===== config.mk =====
export PLATFORM = sky130hd
export DESIGN_NAME = modular_exponentiation
export DESIGN_NICKNAME = d
export VERILOG_FILES = /design/src/rtl/core/modexp_pkg.sv /design/src/rtl/core/modexp_mul_unit.sv /design/src/rtl/core/modular_exponentiation.sv
export SDC_FILE = /design/constraint.sdc
export NUM_CORES = 1
export LEC_CHECK = 0
export ABC_AREA = 1
export BUFFER_PORTS_ARGS = -buffer_cell sky130_fd_sc_hd__buf_2
export CORE_AREA = 3 3 210 212
export DETAILED_ROUTE_END_ITERATION = 12
export DIE_AREA = 0 0 213 215
export GPL_ROUTABILITY_DRIVEN = 1
export GPL_TIMING_DRIVEN = 0
export PLACE_DENSITY_LB_ADDON = 0.08
export SLEW_MARGIN = 20
export SYNTH_ARGS = -nofsm -noshare
export SYNTH_HDL_FRONTEND = slang
export SYNTH_HIERARCHICAL = 1
export SYNTH_SLANG_ARGS = --single-unit
export TNS_END_PERCENT = 100

===== constraint.sdc =====
create_clock -name clock -period 13.9 [get_ports clock]
set_input_delay 1.39 -clock clock [delete_from_list [all_inputs] [get_ports clock]]
set_output_delay 1.39 -clock clock [all_outputs]
set_load 0.01 [all_outputs]

===== src/rtl/core/modexp_pkg.sv =====
// Shared definitions for the modular exponentiation block.
// Depends on nothing; imported by modexp_mul_unit and modular_exponentiation.
`default_nettype none

package modexp_pkg;

   localparam int MODEXP_WORD_BITS = 32;
   localparam int CSR_INDEX_BITS   = 1;

   typedef enum logic [CSR_INDEX_BITS-1:0] {
      REG_EXPONENT = 1'b0,
      REG_MODULUS  = 1'b1
   } csr_index_type;

   typedef enum logic [2:0] {
      ST_IDLE,
      ST_REDUCE,
      ST_STEP,
      ST_MUL_ACC,
      ST_MUL_SQ,
      ST_DONE
   } seq_state_type;

   typedef struct packed {
      logic busy;
      logic done;
   } mul_status_type;

endpackage

`default_nettype wire


===== src/rtl/core/modexp_mul_unit.sv =====
// Bit-serial modular multiplier: (a * b) mod m, one bit of b per cycle, MSB first.
// Depends on modexp_pkg for the default word width and the status struct.
`default_nettype none

module modexp_mul_unit #(
   parameter int WORD_BITS = modexp_pkg::MODEXP_WORD_BITS
) (
   input  wire logic                       clock,
   input  wire logic                       reset,
   input  wire logic                       start,
   input  wire logic [WORD_BITS-1:0]       a,
   input  wire logic [WORD_BITS-1:0]       b,
   input  wire logic [WORD_BITS-1:0]       m,
   output modexp_pkg::mul_status_type      status,
   output logic      [WORD_BITS-1:0]       result
);
   import modexp_pkg::*;

   localparam int CNT_BITS = $clog2(WORD_BITS);

   logic                 busy_ff, busy_in;
   logic                 done_ff, done_in;
   logic [CNT_BITS-1:0]  cnt_ff, cnt_in;
   logic [WORD_BITS-1:0] r_ff, r_in;
   logic [WORD_BITS-1:0] a_ff, a_in;
   logic [WORD_BITS-1:0] b_ff, b_in;

   logic [WORD_BITS:0]   dbl;
   logic [WORD_BITS:0]   dbl_sub;
   logic [WORD_BITS-1:0] dbl_red;
   logic [WORD_BITS:0]   sum;
   logic [WORD_BITS:0]   sum_sub;
   logic [WORD_BITS-1:0] sum_red;

   // Double, reduce, then add a when the current bit of b is set, reduce again.
   always_comb begin
      dbl     = {r_ff, 1'b0};
      dbl_sub = dbl - {1'b0, m};
      dbl_red = (dbl >= {1'b0, m}) ? dbl_sub[WORD_BITS-1:0] : dbl[WORD_BITS-1:0];
      sum     = {1'b0, dbl_red} + (b_ff[WORD_BITS-1] ? {1'b0, a_ff} : '0);
      sum_sub = sum - {1'b0, m};
      sum_red = (sum >= {1'b0, m}) ? sum_sub[WORD_BITS-1:0] : sum[WORD_BITS-1:0];
   end

   always_comb begin
      busy_in = busy_ff;
      done_in = 1'b0;
      cnt_in  = cnt_ff;
      r_in    = r_ff;
      a_in    = a_ff;
      b_in    = b_ff;
      if (start && !busy_ff) begin
         busy_in = 1'b1;
         cnt_in  = CNT_BITS'(WORD_BITS - 1);
         r_in    = '0;
         a_in    = a;
         b_in    = b;
      end else if (busy_ff) begin
         r_in   = sum_red;
         b_in   = {b_ff[WORD_BITS-2:0], 1'b0};
         cnt_in = cnt_ff - 1'b1;
         if (cnt_ff == '0) begin
            busy_in = 1'b0;
            done_in = 1'b1;
         end
      end
   end

   always_ff @(posedge clock) begin
      if (reset) begin
         busy_ff <= 1'b0;
         done_ff <= 1'b0;
      end else begin
         busy_ff <= busy_in;
         done_ff <= done_in;
      end
      cnt_ff <= cnt_in;
      r_ff   <= r_in;
      a_ff   <= a_in;
      b_ff   <= b_in;
   end

   assign status.busy = busy_ff;
   assign status.done = done_ff;
   assign result      = r_ff;

`ifndef SYNTHESIS
   a_done_after_busy: assert property (@(posedge clock) disable iff (reset)
      done_ff |-> $past(busy_ff))
      else $error("multiplier done without a preceding busy cycle");
   a_done_ends_busy: assert property (@(posedge clock) disable iff (reset)
      done_ff |-> !busy_ff)
      else $error("multiplier done while still busy");
   a_done_single: assert property (@(posedge clock) disable iff (reset)
      done_ff |=> !done_ff)
      else $error("multiplier done held for more than one cycle");
`endif

endmodule

`default_nettype wire


===== src/rtl/core/modular_exponentiation.sv =====
// Top level of the modular exponentiation block: registers, sequencer, result strobe.
// Depends on modexp_pkg and modexp_mul_unit.
// All multiplications, the base reduction included, run in turn on the one shared multiplier.
// Throughput: one transaction at a time; start is taken again in the cycle after the strobe.
// A modulus below two strobes its zero result in the cycle after acceptance.
// Reset (synchronous): sequencer to idle, exponent to 1, modulus to 2; no clearing pass.
// The result strobe lasts one cycle; the receiver cannot stall.
`default_nettype none

module modular_exponentiation #(
   parameter int WORD_BITS = modexp_pkg::MODEXP_WORD_BITS
) (
   input  wire logic                                  clock,
   input  wire logic                                  reset,
   // Request channel
   input  wire logic                                  start,
   output logic                                       busy,
   input  wire logic [WORD_BITS-1:0]                  req_base_value,
   // Response channel
   output logic                                       rsp_valid,
   output logic      [WORD_BITS-1:0]                  rsp_result_value,
   // Configuration port
   input  wire logic                                  csr_write_enable,
   input  wire logic [modexp_pkg::CSR_INDEX_BITS-1:0] csr_index,
   input  wire logic [WORD_BITS-1:0]                  csr_write_data
);
   import modexp_pkg::*;

   localparam logic [WORD_BITS-1:0] ONE = WORD_BITS'(1);
   localparam logic [WORD_BITS-1:0] TWO = WORD_BITS'(2);

   // Configuration registers
   logic [WORD_BITS-1:0] exponent_ff, exponent_in;
   logic [WORD_BITS-1:0] modulus_ff,  modulus_in;

   // Sequencer and working registers
   seq_state_type        state_ff, state_in;
   logic [WORD_BITS-1:0] exp_ff, exp_in;   // exponent, shifted right one bit per step
   logic [WORD_BITS-1:0] acc_ff, acc_in;   // running product
   logic [WORD_BITS-1:0] sq_ff,  sq_in;    // base raised to successive powers of two

   // Shared multiplier hookup
   logic                 mul_start;
   logic [WORD_BITS-1:0] mul_a;
   logic [WORD_BITS-1:0] mul_b;
   mul_status_type       mul_status;
   logic [WORD_BITS-1:0] mul_result;

   logic                 accept;
   logic                 modulus_ok;

   assign accept     = start && (state_ff == ST_IDLE);
   assign modulus_ok = (modulus_ff >= TWO);

   // Configuration writes: decode the index, drop writes to unknown indexes.
   always_comb begin
      exponent_in = exponent_ff;
      modulus_in  = modulus_ff;
      if (csr_write_enable) begin
         case (csr_index_type'(csr_index))
            REG_EXPONENT: exponent_in = csr_write_data;
            REG_MODULUS:  modulus_in  = csr_write_data;
            default: ;
         endcase
      end
   end

   // Next state
   always_comb begin
      state_in = state_ff;
      case (state_ff)
         ST_IDLE: begin
            if (accept) begin
               state_in = modulus_ok ? ST_REDUCE : ST_DONE;
            end
         end
         ST_REDUCE: begin
            if (mul_status.done) begin
               state_in = ST_STEP;
            end
         end
         ST_STEP: begin
            if (exp_ff == '0) begin
               state_in = ST_DONE;
            end else if (exp_ff[0]) begin
               state_in = ST_MUL_ACC;
            end else begin
               state_in = ST_MUL_SQ;
            end
         end
         ST_MUL_ACC: begin
            if (mul_status.done) begin
               state_in = ST_MUL_SQ;
            end
         end
         ST_MUL_SQ: begin
            if (mul_status.done) begin
               state_in = ST_STEP;
            end
         end
         ST_DONE: state_in = ST_IDLE;
         default: state_in = ST_IDLE;
      endcase
   end

   // Outputs of the sequencer: multiplier launch, operand choice, register updates.
   always_comb begin
      mul_start = 1'b0;
      mul_a     = sq_ff;
      mul_b     = sq_ff;
      exp_in    = exp_ff;
      acc_in    = acc_ff;
      sq_in     = sq_ff;
      case (state_ff)
         ST_IDLE: begin
            if (accept) begin
               exp_in = exponent_ff;
               if (modulus_ok) begin
                  // Reduce the base as 1 * base mod m on the same multiplier.
                  mul_start = 1'b1;
                  mul_a     = ONE;
                  mul_b     = req_base_value;
                  acc_in    = ONE;
               end else begin
                  acc_in = '0;
               end
            end
         end
         ST_REDUCE: begin
            if (mul_status.done) begin
               sq_in = mul_result;
            end
         end
         ST_STEP: begin
            if (exp_ff != '0) begin
               mul_start = 1'b1;
               mul_a     = exp_ff[0] ? acc_ff : sq_ff;
            end
         end
         ST_MUL_ACC: begin
            if (mul_status.done) begin
               acc_in    = mul_result;
               mul_start = 1'b1;   // chain straight into the squaring
            end
         end
         ST_MUL_SQ: begin
            if (mul_status.done) begin
               sq_in  = mul_result;
               exp_in = {1'b0, exp_ff[WORD_BITS-1:1]};
            end
         end
         default: ;
      endcase
   end

   always_ff @(posedge clock) begin
      if (reset) begin
         state_ff    <= ST_IDLE;
         exponent_ff <= ONE;
         modulus_ff  <= TWO;
      end else begin
         state_ff    <= state_in;
         exponent_ff <= exponent_in;
         modulus_ff  <= modulus_in;
      end
      exp_ff <= exp_in;
      acc_ff <= acc_in;
      sq_ff  <= sq_in;
   end

   modexp_mul_unit #(
      .WORD_BITS (WORD_BITS)
   ) u_mul (
      .clock  (clock),
      .reset  (reset),
      .start  (mul_start),
      .a      (mul_a),
      .b      (mul_b),
      .m      (modulus_ff),
      .status (mul_status),
      .result (mul_result)
   );

   // Hold the result on the ports for the single strobe cycle.
   assign busy             = (state_ff != ST_IDLE);
   assign rsp_valid        = (state_ff == ST_DONE);
   assign rsp_result_value = acc_ff;

`ifndef SYNTHESIS
   a_result_in_range: assert property (@(posedge clock) disable iff (reset)
      rsp_valid |-> (modulus_ok ? (rsp_result_value < modulus_ff) : (rsp_result_value == '0)))
      else $error("result not reduced by the modulus");
   a_acc_reduced: assert property (@(posedge clock) disable iff (reset)
      (state_ff == ST_STEP) |-> (acc_ff < modulus_ff) && (sq_ff < modulus_ff))
      else $error("working value escaped the modulus");
   a_done_when_waiting: assert property (@(posedge clock) disable iff (reset)
      mul_status.done |->
         (state_ff == ST_REDUCE) || (state_ff == ST_MUL_ACC) || (state_ff == ST_MUL_SQ))
      else $error("multiplier finished while the sequencer was not waiting");
   a_no_launch_while_busy: assert property (@(posedge clock) disable iff (reset)
      mul_start |-> !mul_status.busy)
      else $error("multiplier launched while still busy");
   a_strobe_single: assert property (@(posedge clock) disable iff (reset)
      rsp_valid |=> !rsp_valid)
      else $error("result strobe longer than one cycle");
`endif

endmodule

`default_nettype wire

* Yosys cells after proc, flatten, opt, wreduce, memory -nomap -nowiden
Index checks and enable logic that the tools add are counted.
Storage, ports and cells: word-level logic and storage cells 85, memories kept 0, latch bits 0, bits in registers 266, ROM bits 0, memory bits (writable) 0, output and inout bits 34
Operators by class: divide/modulo/power cells 0, magnitude comparators 3, shift-type cells 0, add/sub/neg operators 4, muxes and demuxes 36, bitwise operators 2, $mul 0, reductions and logical operators 19, equal/unequal tests 9
Operator list (count):
- 32-bit 2-to-1 mux | 16
- 32-bit one-hot mux with 2 select lines | 3
- 33-bit by 32-bit greater-or-equal comparator with 1-bit output | 2
- 32-bit subtractor | 2
- 32-bit by 32-bit adder with 33-bit output | 1
- 32-bit by 2-bit greater-or-equal comparator with 1-bit output (second input constant) | 1
- 32-bit logical NOT | 1
- 32-bit nonzero test | 1
- 3-bit 2-to-1 mux | 6
- 3-bit one-hot mux with 4 select lines | 1
- 1-bit 2-to-1 mux | 9
- 3-bit AND reduction | 3
- 3-bit by 2-bit equality test with 1-bit output (second input constant) | 2
- 3-bit equality test (second input constant) | 2
- 2-bit by 1-bit != test with 1-bit output (second input constant) | 3
- 2-bit AND reduction | 3
- 2-bit nonzero test | 3
- 5-bit logical NOT | 1
- 5-bit by 1-bit subtractor with 5-bit output (second input constant) | 1
- 3-bit by 1-bit equality test with 1-bit output (second input constant) | 1
- 3-bit logical NOT | 1
- 1-bit one-hot mux with 3 select lines | 1
- 3-bit nonzero test | 1
- 3-bit OR reduction | 1
- other kinds (5) | 7

* Longest topological paths before layout
Gate-level depths: netlist (run 1).
depth after elaboration 6, depth in mapped cells 42, gate-level depth less buffers 40

* Hierarchy
The synthesis (run 1) kept the hierarchy.
By module, submodules not included:
- modexp_mul_unit | area each 11847.6 µm², times used 1, cells each 2023
- modular_exponentiation | area each 7174.4 µm², times used 1, cells each 844

* Worst setup path before layout (run 1)
Ideal clock, no wire load.
path type register to register, start reg modulus_ff[2], end reg u_mul.r_ff[1], in the netlist u_mul/result[1], clock period less this slack 4.862 ns, cell stages (with the launch flop) 39, required time 13.780 ns, path slack 9.038 ns, arrival time 4.743 ns, buffers on the path 3, path through dfxtp_1 > inv_1 > ha_1 > a21oi_1 > nand2_1 > nand2_1 > nand3_1 > nand3_1 > nand2_1 > nand3_1 > nand2_1 > nand2_1 > buf_4 > a21oi_1 > ha_1 > fa_1 > nand3_1 > nand3_1 > [3 not listed] > nand2_1 > nand2_1 > nand3_1 > nand2_1 > inv_1 > ha_1 > nand2_2 > inv_1 > nand2_1 > nand3_1 > a21oi_1 > nand3_2 > nand2_4 > nand2_4 > buf_6 > buf_12 > nor2_2 > o21bai_2
On the way: cells in the longest elaborated chain, start to end 5
RTL lines:
- from (decl) | line modular_exponentiation.sv:34 | logic [WORD_BITS-1:0] modulus_ff, modulus_in;
- from (signal assigned) | line modular_exponentiation.sv:164 | modulus_ff <= modulus_in;
- 33-bit by 32-bit greater-or-equal comparator with 1-bit output, or another cell as far along | line modexp_mul_unit.sv:39 | dbl_red = (dbl >= {1'b0, m}) ? dbl_sub[WORD_BITS-1:0] : dbl[WORD_BITS-1:0];
- 32-bit 2-to-1 mux or 1-bit 2-to-1 mux (tied branches) | line modexp_mul_unit.sv:39, modular_exponentiation.sv:118
- 32-bit by 32-bit adder with 33-bit output or 1-bit 2-to-1 mux (tied branches) | line modexp_mul_unit.sv:40, modular_exponentiation.sv:116
- 32-bit subtractor, or another cell as far along | line modexp_mul_unit.sv:41 | sum_sub = sum - {1'b0, m};
- 32-bit 2-to-1 mux or 1-bit logical AND (tied branches) | line modexp_mul_unit.sv:42, modexp_mul_unit.sv:52
- to (signal assigned) | line modexp_mul_unit.sv:78 | r_ff <= r_in;
- to (decl) | line modexp_mul_unit.sv:24 | logic [WORD_BITS-1:0] r_ff, r_in;
Several ways; a longest one is shown, not always the timed one. A chain may end at the register's enable or synchronous reset.

* Worst setup path in the final report (run 1)
start reg u_mul.r_ff[17], in the netlist u_mul/result[17], end reg u_mul.r_ff[30], in the netlist u_mul/result[30]
On the way: cells in the longest elaborated chain, start to end 5
RTL lines:
- 32-bit subtractor or 33-bit by 32-bit greater-or-equal comparator with 1-bit output (tied branches) | line modexp_mul_unit.sv:38, modexp_mul_unit.sv:39
- 32-bit 2-to-1 mux * | line modexp_mul_unit.sv:39
- 32-bit by 32-bit adder with 33-bit output * | line modexp_mul_unit.sv:40 | sum = {1'b0, dbl_red} + (b_ff[WORD_BITS-1] ? {1'b0, a_ff} : '0);
- 32-bit subtractor or 33-bit by 32-bit greater-or-equal comparator with 1-bit output (tied branches) | line modexp_mul_unit.sv:41, modexp_mul_unit.sv:42
- 32-bit 2-to-1 mux * | line modexp_mul_unit.sv:42 | sum_red = (sum >= {1'b0, m}) ? sum_sub[WORD_BITS-1:0] : sum[WORD_BITS-1:0];
Every way passes the cells marked *; elsewhere a longest branch is shown, timed or not.

==> reports/results.txt, run 1 <==
status: finished clean
CP peak stage delay: 0.52 ns
max-slew violation count: 0
initial antenna violation count: 0
crit path max fanout: 10
GP Congestion: 0.964
Vias/cell: 5.09
Die W: 213 µm
max cap viols: 0
fin util: 50.6%
DRC viols: 0
Setup crit end kind: flip-flop
worst path required time: 14.41 ns
clock net sink count: 266
HPWL after DPL: 54900 µm
setup TNS: 0 ns
Critical Path AT: 7.23 ns
synthesized area: 19000 µm²
fmax: 149 MHz
Max clock buf depth: 3
# resized after CTS: 0
die span in y: 215 µm
layout overhead on the synthesized area: 12.0%
final WL: 65500 µm
vias in the first global route: 17628
slew at the pin closest to its max-slew limit: 0.909 ns
Worst Hold Class: reg2reg
TritonCTS clock tree: yes
commonest cells after routing, fill and taps aside: nand2_1, inv_1, nor2_1, nand3_1, edfxtp_1
unrepaired setup endpoints after global routing: no
Layout fillers: 4431
CP most frequent cell: nand2_1
Starting Density: 45.1%
Slowest-stage cell, CP: dfxtp_1
Yosys warning total: 6
clock root cell: clkbuf_16
Mapped Nets: 3036
Global Route Usage Sum: 28.2%
crit path kind: reg2reg
Avg Cell Area, Syn: 6.63 µm²
Ant. Diodes: 0
Worst-Skew Late Latency: 0.56 ns
DR pass1 iterations: 5
DRT iter0 DRCs: 1316
wire length per cell: 18.4 µm
DP Area: 20400 µm²
relative slew slack: 39.2%
final worst slack: 7.18 ns
Detail Route Antenna Nets: 0
Post-Synthesis Cells: 2866
most common cell after layout, fill and taps aside: nand2_1
post-layout net count: 3175
CTS buffer count: 30
io pins: 103
Die ar.: 45800 µm²
Setup Fix Bufs, Post-CTS: 0
Vias: 18155
CTS Hold Bufs: 0
Tcrit/Tclk final: 48.4%
H-tree depth: 1
largest net degree at the start of global routing: 31
FP Rows: 75
startpoint types: flip-flop
core area: 42100 µm²
min Tclk post-route: 6.72 ns
clock-pin transition on the worst setup and hold timing paths: 0.07 ns
# setup viols final: 0
PortBufs: 102
worst slack at placement: 7.35 ns
final instance area: 21300 µm²
Worst Skew: 0.0166 ns
Fin. Hold Viols: 0
GR Overflow Total: 0
first-pass GRT wire length: 98700 µm
share of layout cells above drive strength 1: 8.12%
## stage by stage
| stage | std cells | hold slack [ns] |
|---|---|---|
| floorplan | 2866 | 0.429 |
| global placement | 3507 | 0.463 |
| detailed placement | 3512 | 0.471 |
| CTS | 3568 | 0.480 |
| global route | 3568 | 0.513 |
| finish | 3568 | 0.479 |
## final timing paths
path                                       from                             to  slack [ns]  cells after the start
setup / recovery  u_mul/result[17]$_SDFFE_PP0P_  u_mul/result[30]$_SDFFE_PP0P_        7.18                     34
hold / removal     u_mul/cnt_ff[2]$_SDFFE_PP1P_   u_mul/cnt_ff[2]$_SDFFE_PP1P_        0.48                      2
setup reg to reg  u_mul/result[17]$_SDFFE_PP0P_  u_mul/result[30]$_SDFFE_PP0P_        7.18                     34
hold reg to reg    u_mul/cnt_ff[2]$_SDFFE_PP1P_   u_mul/cnt_ff[2]$_SDFFE_PP1P_        0.48                      2
## final cells by class
class | count | area [µm²] | share of cell area (%)
Multi-Input combinational cell | 2027 | 9840 | 46.2
Sequential cell | 266 | 6930 | 32.5
Inverter | 498 | 1870 | 8.78
Clock buffer | 36 | 795 | 3.73
Tap cell | 539 | 674 | 3.17
Timing Repair Buffer | 107 | 633 | 2.97
Buffer | 75 | 409 | 1.92
Clock inverter | 20 | 156 | 0.734
## flip-flops by register name, summed over array words and instances (netlist names)
name,cells
sq_ff,32
state_ff,3
exponent_ff,32
u_mul/result,32
u_mul/b_ff,32
exp_ff,32
u_mul/done_ff,1
u_mul/busy_ff,1
rsp_result_value,32
u_mul/a_ff,32
u_mul/cnt_ff,5
modulus_ff,32
## worst max-delay path, delay by kind of cell, from the launching register on
| kind | cells | cell delay (ns) |
|---|---|---|
| simple gates | 19 | 2.59 |
| compound gates | 5 | 1.13 |
| fa+ha+maj | 3 | 1.12 |
| buf+inv | 6 | 0.81 |
| flops | 1 | 0.52 |
| xor+xnor | 1 | 0.49 |
## metal layers
layer  vias to the layer above  part of all wire (%)  GRT usage [%]
met5                         -                     0              0
met4                         0                   4.2           9.82
met3                       117                   5.2           2.51
met2                       476                    44           45.6
met1                      8309                    46           39.5
li1                       9253                     -              -
Power of run 1 is not shown: default switching activity piles up to over one toggle a cycle in this logic, so the estimate is an artifact.
==> inputs of run 2 (changes only) <==
--- a/config.mk
+++ b/config.mk
@@ -5,11 +5,11 @@
 export SDC_FILE = /design/constraint.sdc
 export NUM_CORES = 1
 export LEC_CHECK = 0
-export ABC_AREA = 1
+export ABC_AREA = 0
 export BUFFER_PORTS_ARGS = -buffer_cell sky130_fd_sc_hd__buf_2
-export CORE_AREA = 3 3 210 212
+export CORE_AREA = 3 3 195 197
 export DETAILED_ROUTE_END_ITERATION = 12
-export DIE_AREA = 0 0 213 215
+export DIE_AREA = 0 0 198 200
 export GPL_ROUTABILITY_DRIVEN = 1
 export GPL_TIMING_DRIVEN = 0
 export PLACE_DENSITY_LB_ADDON = 0.08
==> constraint.sdc (replaced) <==
create_clock -name clock -period 5.6 [get_ports clock]
set_input_delay 0.56 -clock clock [delete_from_list [all_inputs] [get_ports clock]]
set_output_delay 0.56 -clock clock [all_outputs]
set_load 0.01 [all_outputs]
==> run 2 against run 1 <==
Net effect:
- the run now ends with negative setup slack left
- worst setup slack lost 8.3 ns
- maximum frequency shrank 0.67%
- first-iteration DRC count shrank 43%
- cell count shrank 31%
- sequential share of layout area grew 1.6 points
- critical path depth shrank 1
- die area shrank 14%
- routed wire length shrank 23%
- final area shrank 4.0%
- count of clock-buffer cells in the layout grew 10
- area after synthesis shrank 14%
- global-route usage shrank 3.5 points
==> reports/results.txt, run 2 <==
CTS Hold Bufs: 0 (unchanged)
crit path kind: reg2reg
most common cell after layout, fill and taps aside: nand2_1
Worst Hold Class: in2reg
unrepaired setup endpoints after global routing: yes
HPWL after DPL: 38700 µm (-30%)
min Tclk post-route: 6.77 ns (+0.0453 ns)
Worst Skew: 0.0235 ns (+0.00694 ns)
wire length per cell: 20.6 µm (+12%)
post-layout net count: 2129 (-33%)
Die ar.: 39600 µm² (-14%)
synthesized area: 16300 µm² (-14%)
failing checks: negative setup slack
vias in the first global route: 13386 (-24%)
Starting Density: 44.8% (-0.30 points)
Vias/cell: 5.57 (+9.6%)
Setup crit end kind: flip-flop
clock net sink count: 266 (unchanged)
relative slew slack: 37.7% (-1.5 points)
fmax: 148 MHz (-0.67%)
Worst-Skew Late Latency: 0.58 ns (+0.02 ns)
TritonCTS clock tree: yes
crit path max fanout: 7 (-3)
final worst slack: -1.17 ns (-8.35 ns)
Global Route Usage Sum: 24.7% (-3.5 points)
CP most frequent cell: a21oi_2
post-route insts no fill: 2449 (-31%)
Vias: 13652 (-25%)
largest net degree at the start of global routing: 33 (+6.5%)
final WL: 50400 µm (-23%)
# setup viols final: 32 (+32)
Avg Cell Area, Syn: 9.39 µm² (+42%)
status: finished, violations left
Critical Path AT: 7.24 ns (about the same)
startpoint types: flip-flop
share of layout cells above drive strength 1: 27.3% (+19 points)
commonest cells after routing, fill and taps aside: nand2_1, edfxtp_1, a21oi_1, buf_2
slew at the pin closest to its max-slew limit: 0.933 ns (+0.0238 ns)
FP Rows: 70 (-6.7%)
Max clock buf depth: 3 (unchanged)
DR pass1 iterations: 4 (-1)
CTS buffer count: 31 (+3.3%)
Slowest-stage cell, CP: o41ai_4
io pins: 103 (unchanged)
Detail Route Antenna Nets: 0 (unchanged)
clock root cell: clkbuf_16
Mapped Nets: 1909 (-37%)
sequential standard cell area: 6980 µm² (+0.70%)
Die W: 198 µm (-7.0%)
Yosys warning total: 6 (unchanged)
clock-pin transition on the worst setup and hold timing paths: 0.06 ns (about the same)
max cap viols: 0 (unchanged)
layout overhead on the synthesized area: 25.3%
H-tree depth: 1 (unchanged)
worst path required time: 6.07 ns (-8.34 ns)
core area: 36400 µm² (-14%)
Layout fillers: 3287 (-26%)
DRC viols: 0 (unchanged)
die span in y: 200 µm (-7.0%)
Fin. Hold Viols: 0 (unchanged)
GP Congestion: 0.901 (-6.5%)
max-slew violation count: 0 (unchanged)
PortBufs: 102 (unchanged)
DRT iter0 DRCs: 749 (-43%)
GR Overflow Total: 0 (unchanged)
Tcrit/Tclk final: 121% (+72 points)
Inst Count DP: 2316 (-34%)
CP peak stage delay: 0.47 ns (-0.05 ns)
initial antenna violation count: 1 (+1)
area of the multi-input gates: 9940 µm² (+0.97%)
first-pass GRT wire length: 75800 µm (-23%)
Post-Synthesis Cells: 1739 (-39%)
run 2: per-stage QoR:
step	util, %	setup slack (ns)	cell area (µm²)	hold slack [ns]	TNS, ns
floorplan	-	-0.509	16500	0.432	-12.21
global placement	48.4	-2.13	17600	0.440	-76.58
detailed placement	48.7	-2.19	17800	0.445	-64.88
CTS	53.8	-1.08	19600	0.203	-33.19
global route	56.2	-1.41	20500	0.224	-43.11
finish	56.2	-1.17	20500	0.226	-34.77
run 2: cell type report:
type                       instances  share of cell area, %
multi-input combinational       1324                   48.6
sequential                       266                   34.1
timing repair buffer             193                   6.51
clock buffer                      46                   4.07
tap                              468                   2.86
buffer                            78                   2.28
inverter                          65                   1.25
clock inverter                     8                  0.373
antenna                            1                 0.0122
run 2: worst max-delay path: cells and delay by family (launching register included):
kind	cells	cell delay, ns
AO/OA/AOI/OAI	15	2.99
AND/OR/NAND/NOR	8	1.50
adder cells (fa/ha/maj)	3	0.84
buffers and inverters	5	0.60
flip-flops	1	0.36
multiplexers	1	0.19
XOR/XNOR	1	0.13
run 2: path summary, 6_finish.rpt:
kind                           startpoint                      endpoint  slack (ns)  cells after the start
max reg2reg    modulus_ff[3]$_SDFFE_PP0P_  u_mul/result[0]$_SDFFE_PP0P_       -1.17                     33
max            modulus_ff[3]$_SDFFE_PP0P_  u_mul/result[0]$_SDFFE_PP0P_       -1.17                     33
min reg2reg  exponent_ff[30]$_SDFFE_PP0P_  exponent_ff[30]$_SDFFE_PP0P_        0.45                      2
min                     csr_write_data[1]    modulus_ff[1]$_SDFFE_PP1P_        0.23                      3
run 2: metal layers:
metal	vias up	GRT usage (%)	part of all wire, %
met5	-	0	0
met3	66	2.70	4.7
met4	0	5.03	2.3
met2	338	42.5	47
li1	6728	-	-
met1	6520	34.1	46
run 2: what timing repair did:
item / 4_1_cts / 5_1_grt
gates resized for setup: 119 / 142
gates cloned: 3 / 1
buffers inserted: 52 / 29
pin swaps: 64 / 65
endpoints found under the setup margin: 32 / 32
Power of run 2 is left out for the same reason.
==> inputs of run 3 (changes only) <==
--- a/config.mk
+++ b/config.mk
@@ -12,7 +12,6 @@
 export DIE_AREA = 0 0 198 200
 export GPL_ROUTABILITY_DRIVEN = 1
 export GPL_TIMING_DRIVEN = 0
-export PLACE_DENSITY_LB_ADDON = 0.08
 export SLEW_MARGIN = 20
 export SYNTH_ARGS = -nofsm -noshare
 export SYNTH_HDL_FRONTEND = slang
==> run 3 against run 2 <==
Net effect:
- the flow still finishes with violations (negative setup slack)
- register-to-register slack better by 0.11 ns
- non-clock buffer count down 7
- die area stayed put
- hold slack gained 0.0097 ns
- routed wire length down 0.10%
- first-iteration DRC count up 11%
- cell count is 0.16% lower
- clock skew decreased by 0.0030 ns
- largest cell class unchanged
- final area shrank 1.4%
- via count up 1.4%
- worst setup slack gained 0.11 ns
==> reports/results.txt, run 3 (synthesis gave the netlist of run 2 again) <==
status: finished, violations left
failing checks: negative setup slack
max-slew violation count: 0 (unchanged)
largest net degree at the start of global routing: 34 (+3.0%)
Die ar.: 39600 µm² (unchanged)
clock net sink count: 266 (unchanged)
Vias/cell: 5.66 (+1.6%)
clock root cell: clkbuf_16
max cap viols: 0 (unchanged)
Vias: 13841 (+1.4%)
die span in y: 200 µm (unchanged)
startpoint types: flip-flop
core area: 36400 µm² (unchanged)
Tcrit/Tclk final: 119% (-1.9 points)
H-tree depth: 1 (unchanged)
unrepaired setup endpoints after global routing: yes
Setup crit end kind: flip-flop
FP Rows: 70 (unchanged)
DR pass1 iterations: 5 (+1)
wire length per cell: 20.6 µm (about the same)
Slowest-stage cell, CP: fa_2
Worst Skew: 0.0205 ns (-0.00300 ns)
setup TNS: -32.05 ns (+2.72 ns)
Worst-Skew Late Latency: 0.58 ns (about the same)
TritonCTS clock tree: yes
Detail Route Antenna Nets: 0 (unchanged)
post-layout net count: 2122 (-0.33%)
final WL: 50400 µm (-0.10%)
initial antenna violation count: 1 (unchanged)
post-route insts no fill: 2445 (-0.16%)
DRC viols: 0 (unchanged)
# setup viols final: 32 (unchanged)
slew at the pin closest to its max-slew limit: 0.853 ns (-0.0800 ns)
Starting Density: 44.8% (unchanged)
worst path required time: 6.03 ns (-0.04 ns)
fin util: 55.4% (-0.77 points)
fmax: 150 MHz (+1.6%)
DRT iter0 DRCs: 830 (+11%)
CTS buffer count: 31 (unchanged)
Inst Count DP: 2315 (-0.043%)
Max clock buf depth: 3 (unchanged)
clock-pin transition on the worst setup and hold timing paths: 0.06 ns (about the same)
crit path max fanout: 8 (+1)
PortBufs: 102 (unchanged)
first-pass GRT wire length: 75500 µm (-0.35%)
most common cell after layout, fill and taps aside: nand2_1
relative slew slack: 42.9% (+5.3 points)
Die W: 198 µm (unchanged)
Ant. Diodes: 0 (-1)
Global Route Usage Sum: 24.5% (-0.23 points)
HPWL after DPL: 37600 µm (-2.8%)
Layout fillers: 3257 (-0.91%)
CP peak stage delay: 0.43 ns (-0.04 ns)
Critical Path AT: 7.09 ns (-0.15 ns)
Worst Hold Class: in2reg
GP Congestion: 0.891 (-1.1%)
min Tclk post-route: 6.66 ns (-0.107 ns)
commonest cells after routing, fill and taps aside: nand2_1, edfxtp_1, a21oi_1, buf_2, dfxtp_1
share of layout cells above drive strength 1: 25.7% (-1.6 points)
io pins: 103 (unchanged)
crit path kind: reg2reg
GR Overflow Total: 0 (unchanged)
layout overhead on the synthesized area: 23.6%
Fin. Hold Viols: 0 (unchanged)
final worst slack: -1.06 ns (+0.107 ns)
vias in the first global route: 13398 (+0.090%)
run 3: path summary, 6_finish.rpt:
path / end / start / cells past startpoint / slack (ns)
worst min-delay path: modulus_ff[3]$_SDFFE_PP0P_ / csr_write_data[3] / 3 / 0.24
worst max register to register: u_mul/result[21]$_SDFFE_PP0P_ / modulus_ff[3]$_SDFFE_PP0P_ / 32 / -1.06
worst max-delay path: u_mul/result[21]$_SDFFE_PP0P_ / modulus_ff[3]$_SDFFE_PP0P_ / 32 / -1.06
worst min register to register: exponent_ff[3]$_SDFFE_PP0P_ / exponent_ff[3]$_SDFFE_PP0P_ / 2 / 0.45
run 3: layout make-up:
cell class	instances	area [µm²]	area share, %
inverters	65	249	1.23
well taps	468	586	2.90
multi-input cells	1324	9730	48.2
plain buffers	78	463	2.29
clock buffers	36	795	3.94
repair buffers	186	1260	6.22
clock inverters	22	153	0.756
flip-flops and latches	266	6950	34.4
run 3: what timing repair did:
action	4_1_cts	5_1_grt
hold buffers	0	0
setup endpoints to repair	32	32
gates cloned	4	0
setup buffers	53	21
resized for setup	125	96
pin swaps	75	57
run 3: per-layer routing:
| metal | up-vias | GRT usage, % | share of wire (%) |
|---|---|---|---|
| met3 | 71 | 2.60 | 5.6 |
| met5 | - | 0 | 0 |
| li1 | 6718 | - | - |
| met4 | 0 | 6.53 | 2.4 |
| met2 | 448 | 41.5 | 47 |
| met1 | 6604 | 33.7 | 45 |
run 3: worst max-delay path, delay by kind of cell, from the launching register on:
family,cells,cell delay [ns]
XOR/XNOR,1,0.13
multiplexers,2,0.56
AO/OA/AOI/OAI,13,2.37
flip-flops,1,0.35
buffers and inverters,4,0.54
AND/OR/NAND/NOR,9,1.55
adder cells (fa/ha/maj),3,1.01
run 3: metrics by stage:
step	worst slack (ns)	area (µm²)	hold slack [ns]
detailed placement	-2.04	17700	0.448
CTS	-1.04	19600	0.202
finish	-1.06	20200	0.235
global route	-1.34	20200	0.225
floorplan	-0.509	16500	0.432
global placement	-2.00	17600	0.440
Power of run 3 is left out for the same reason.
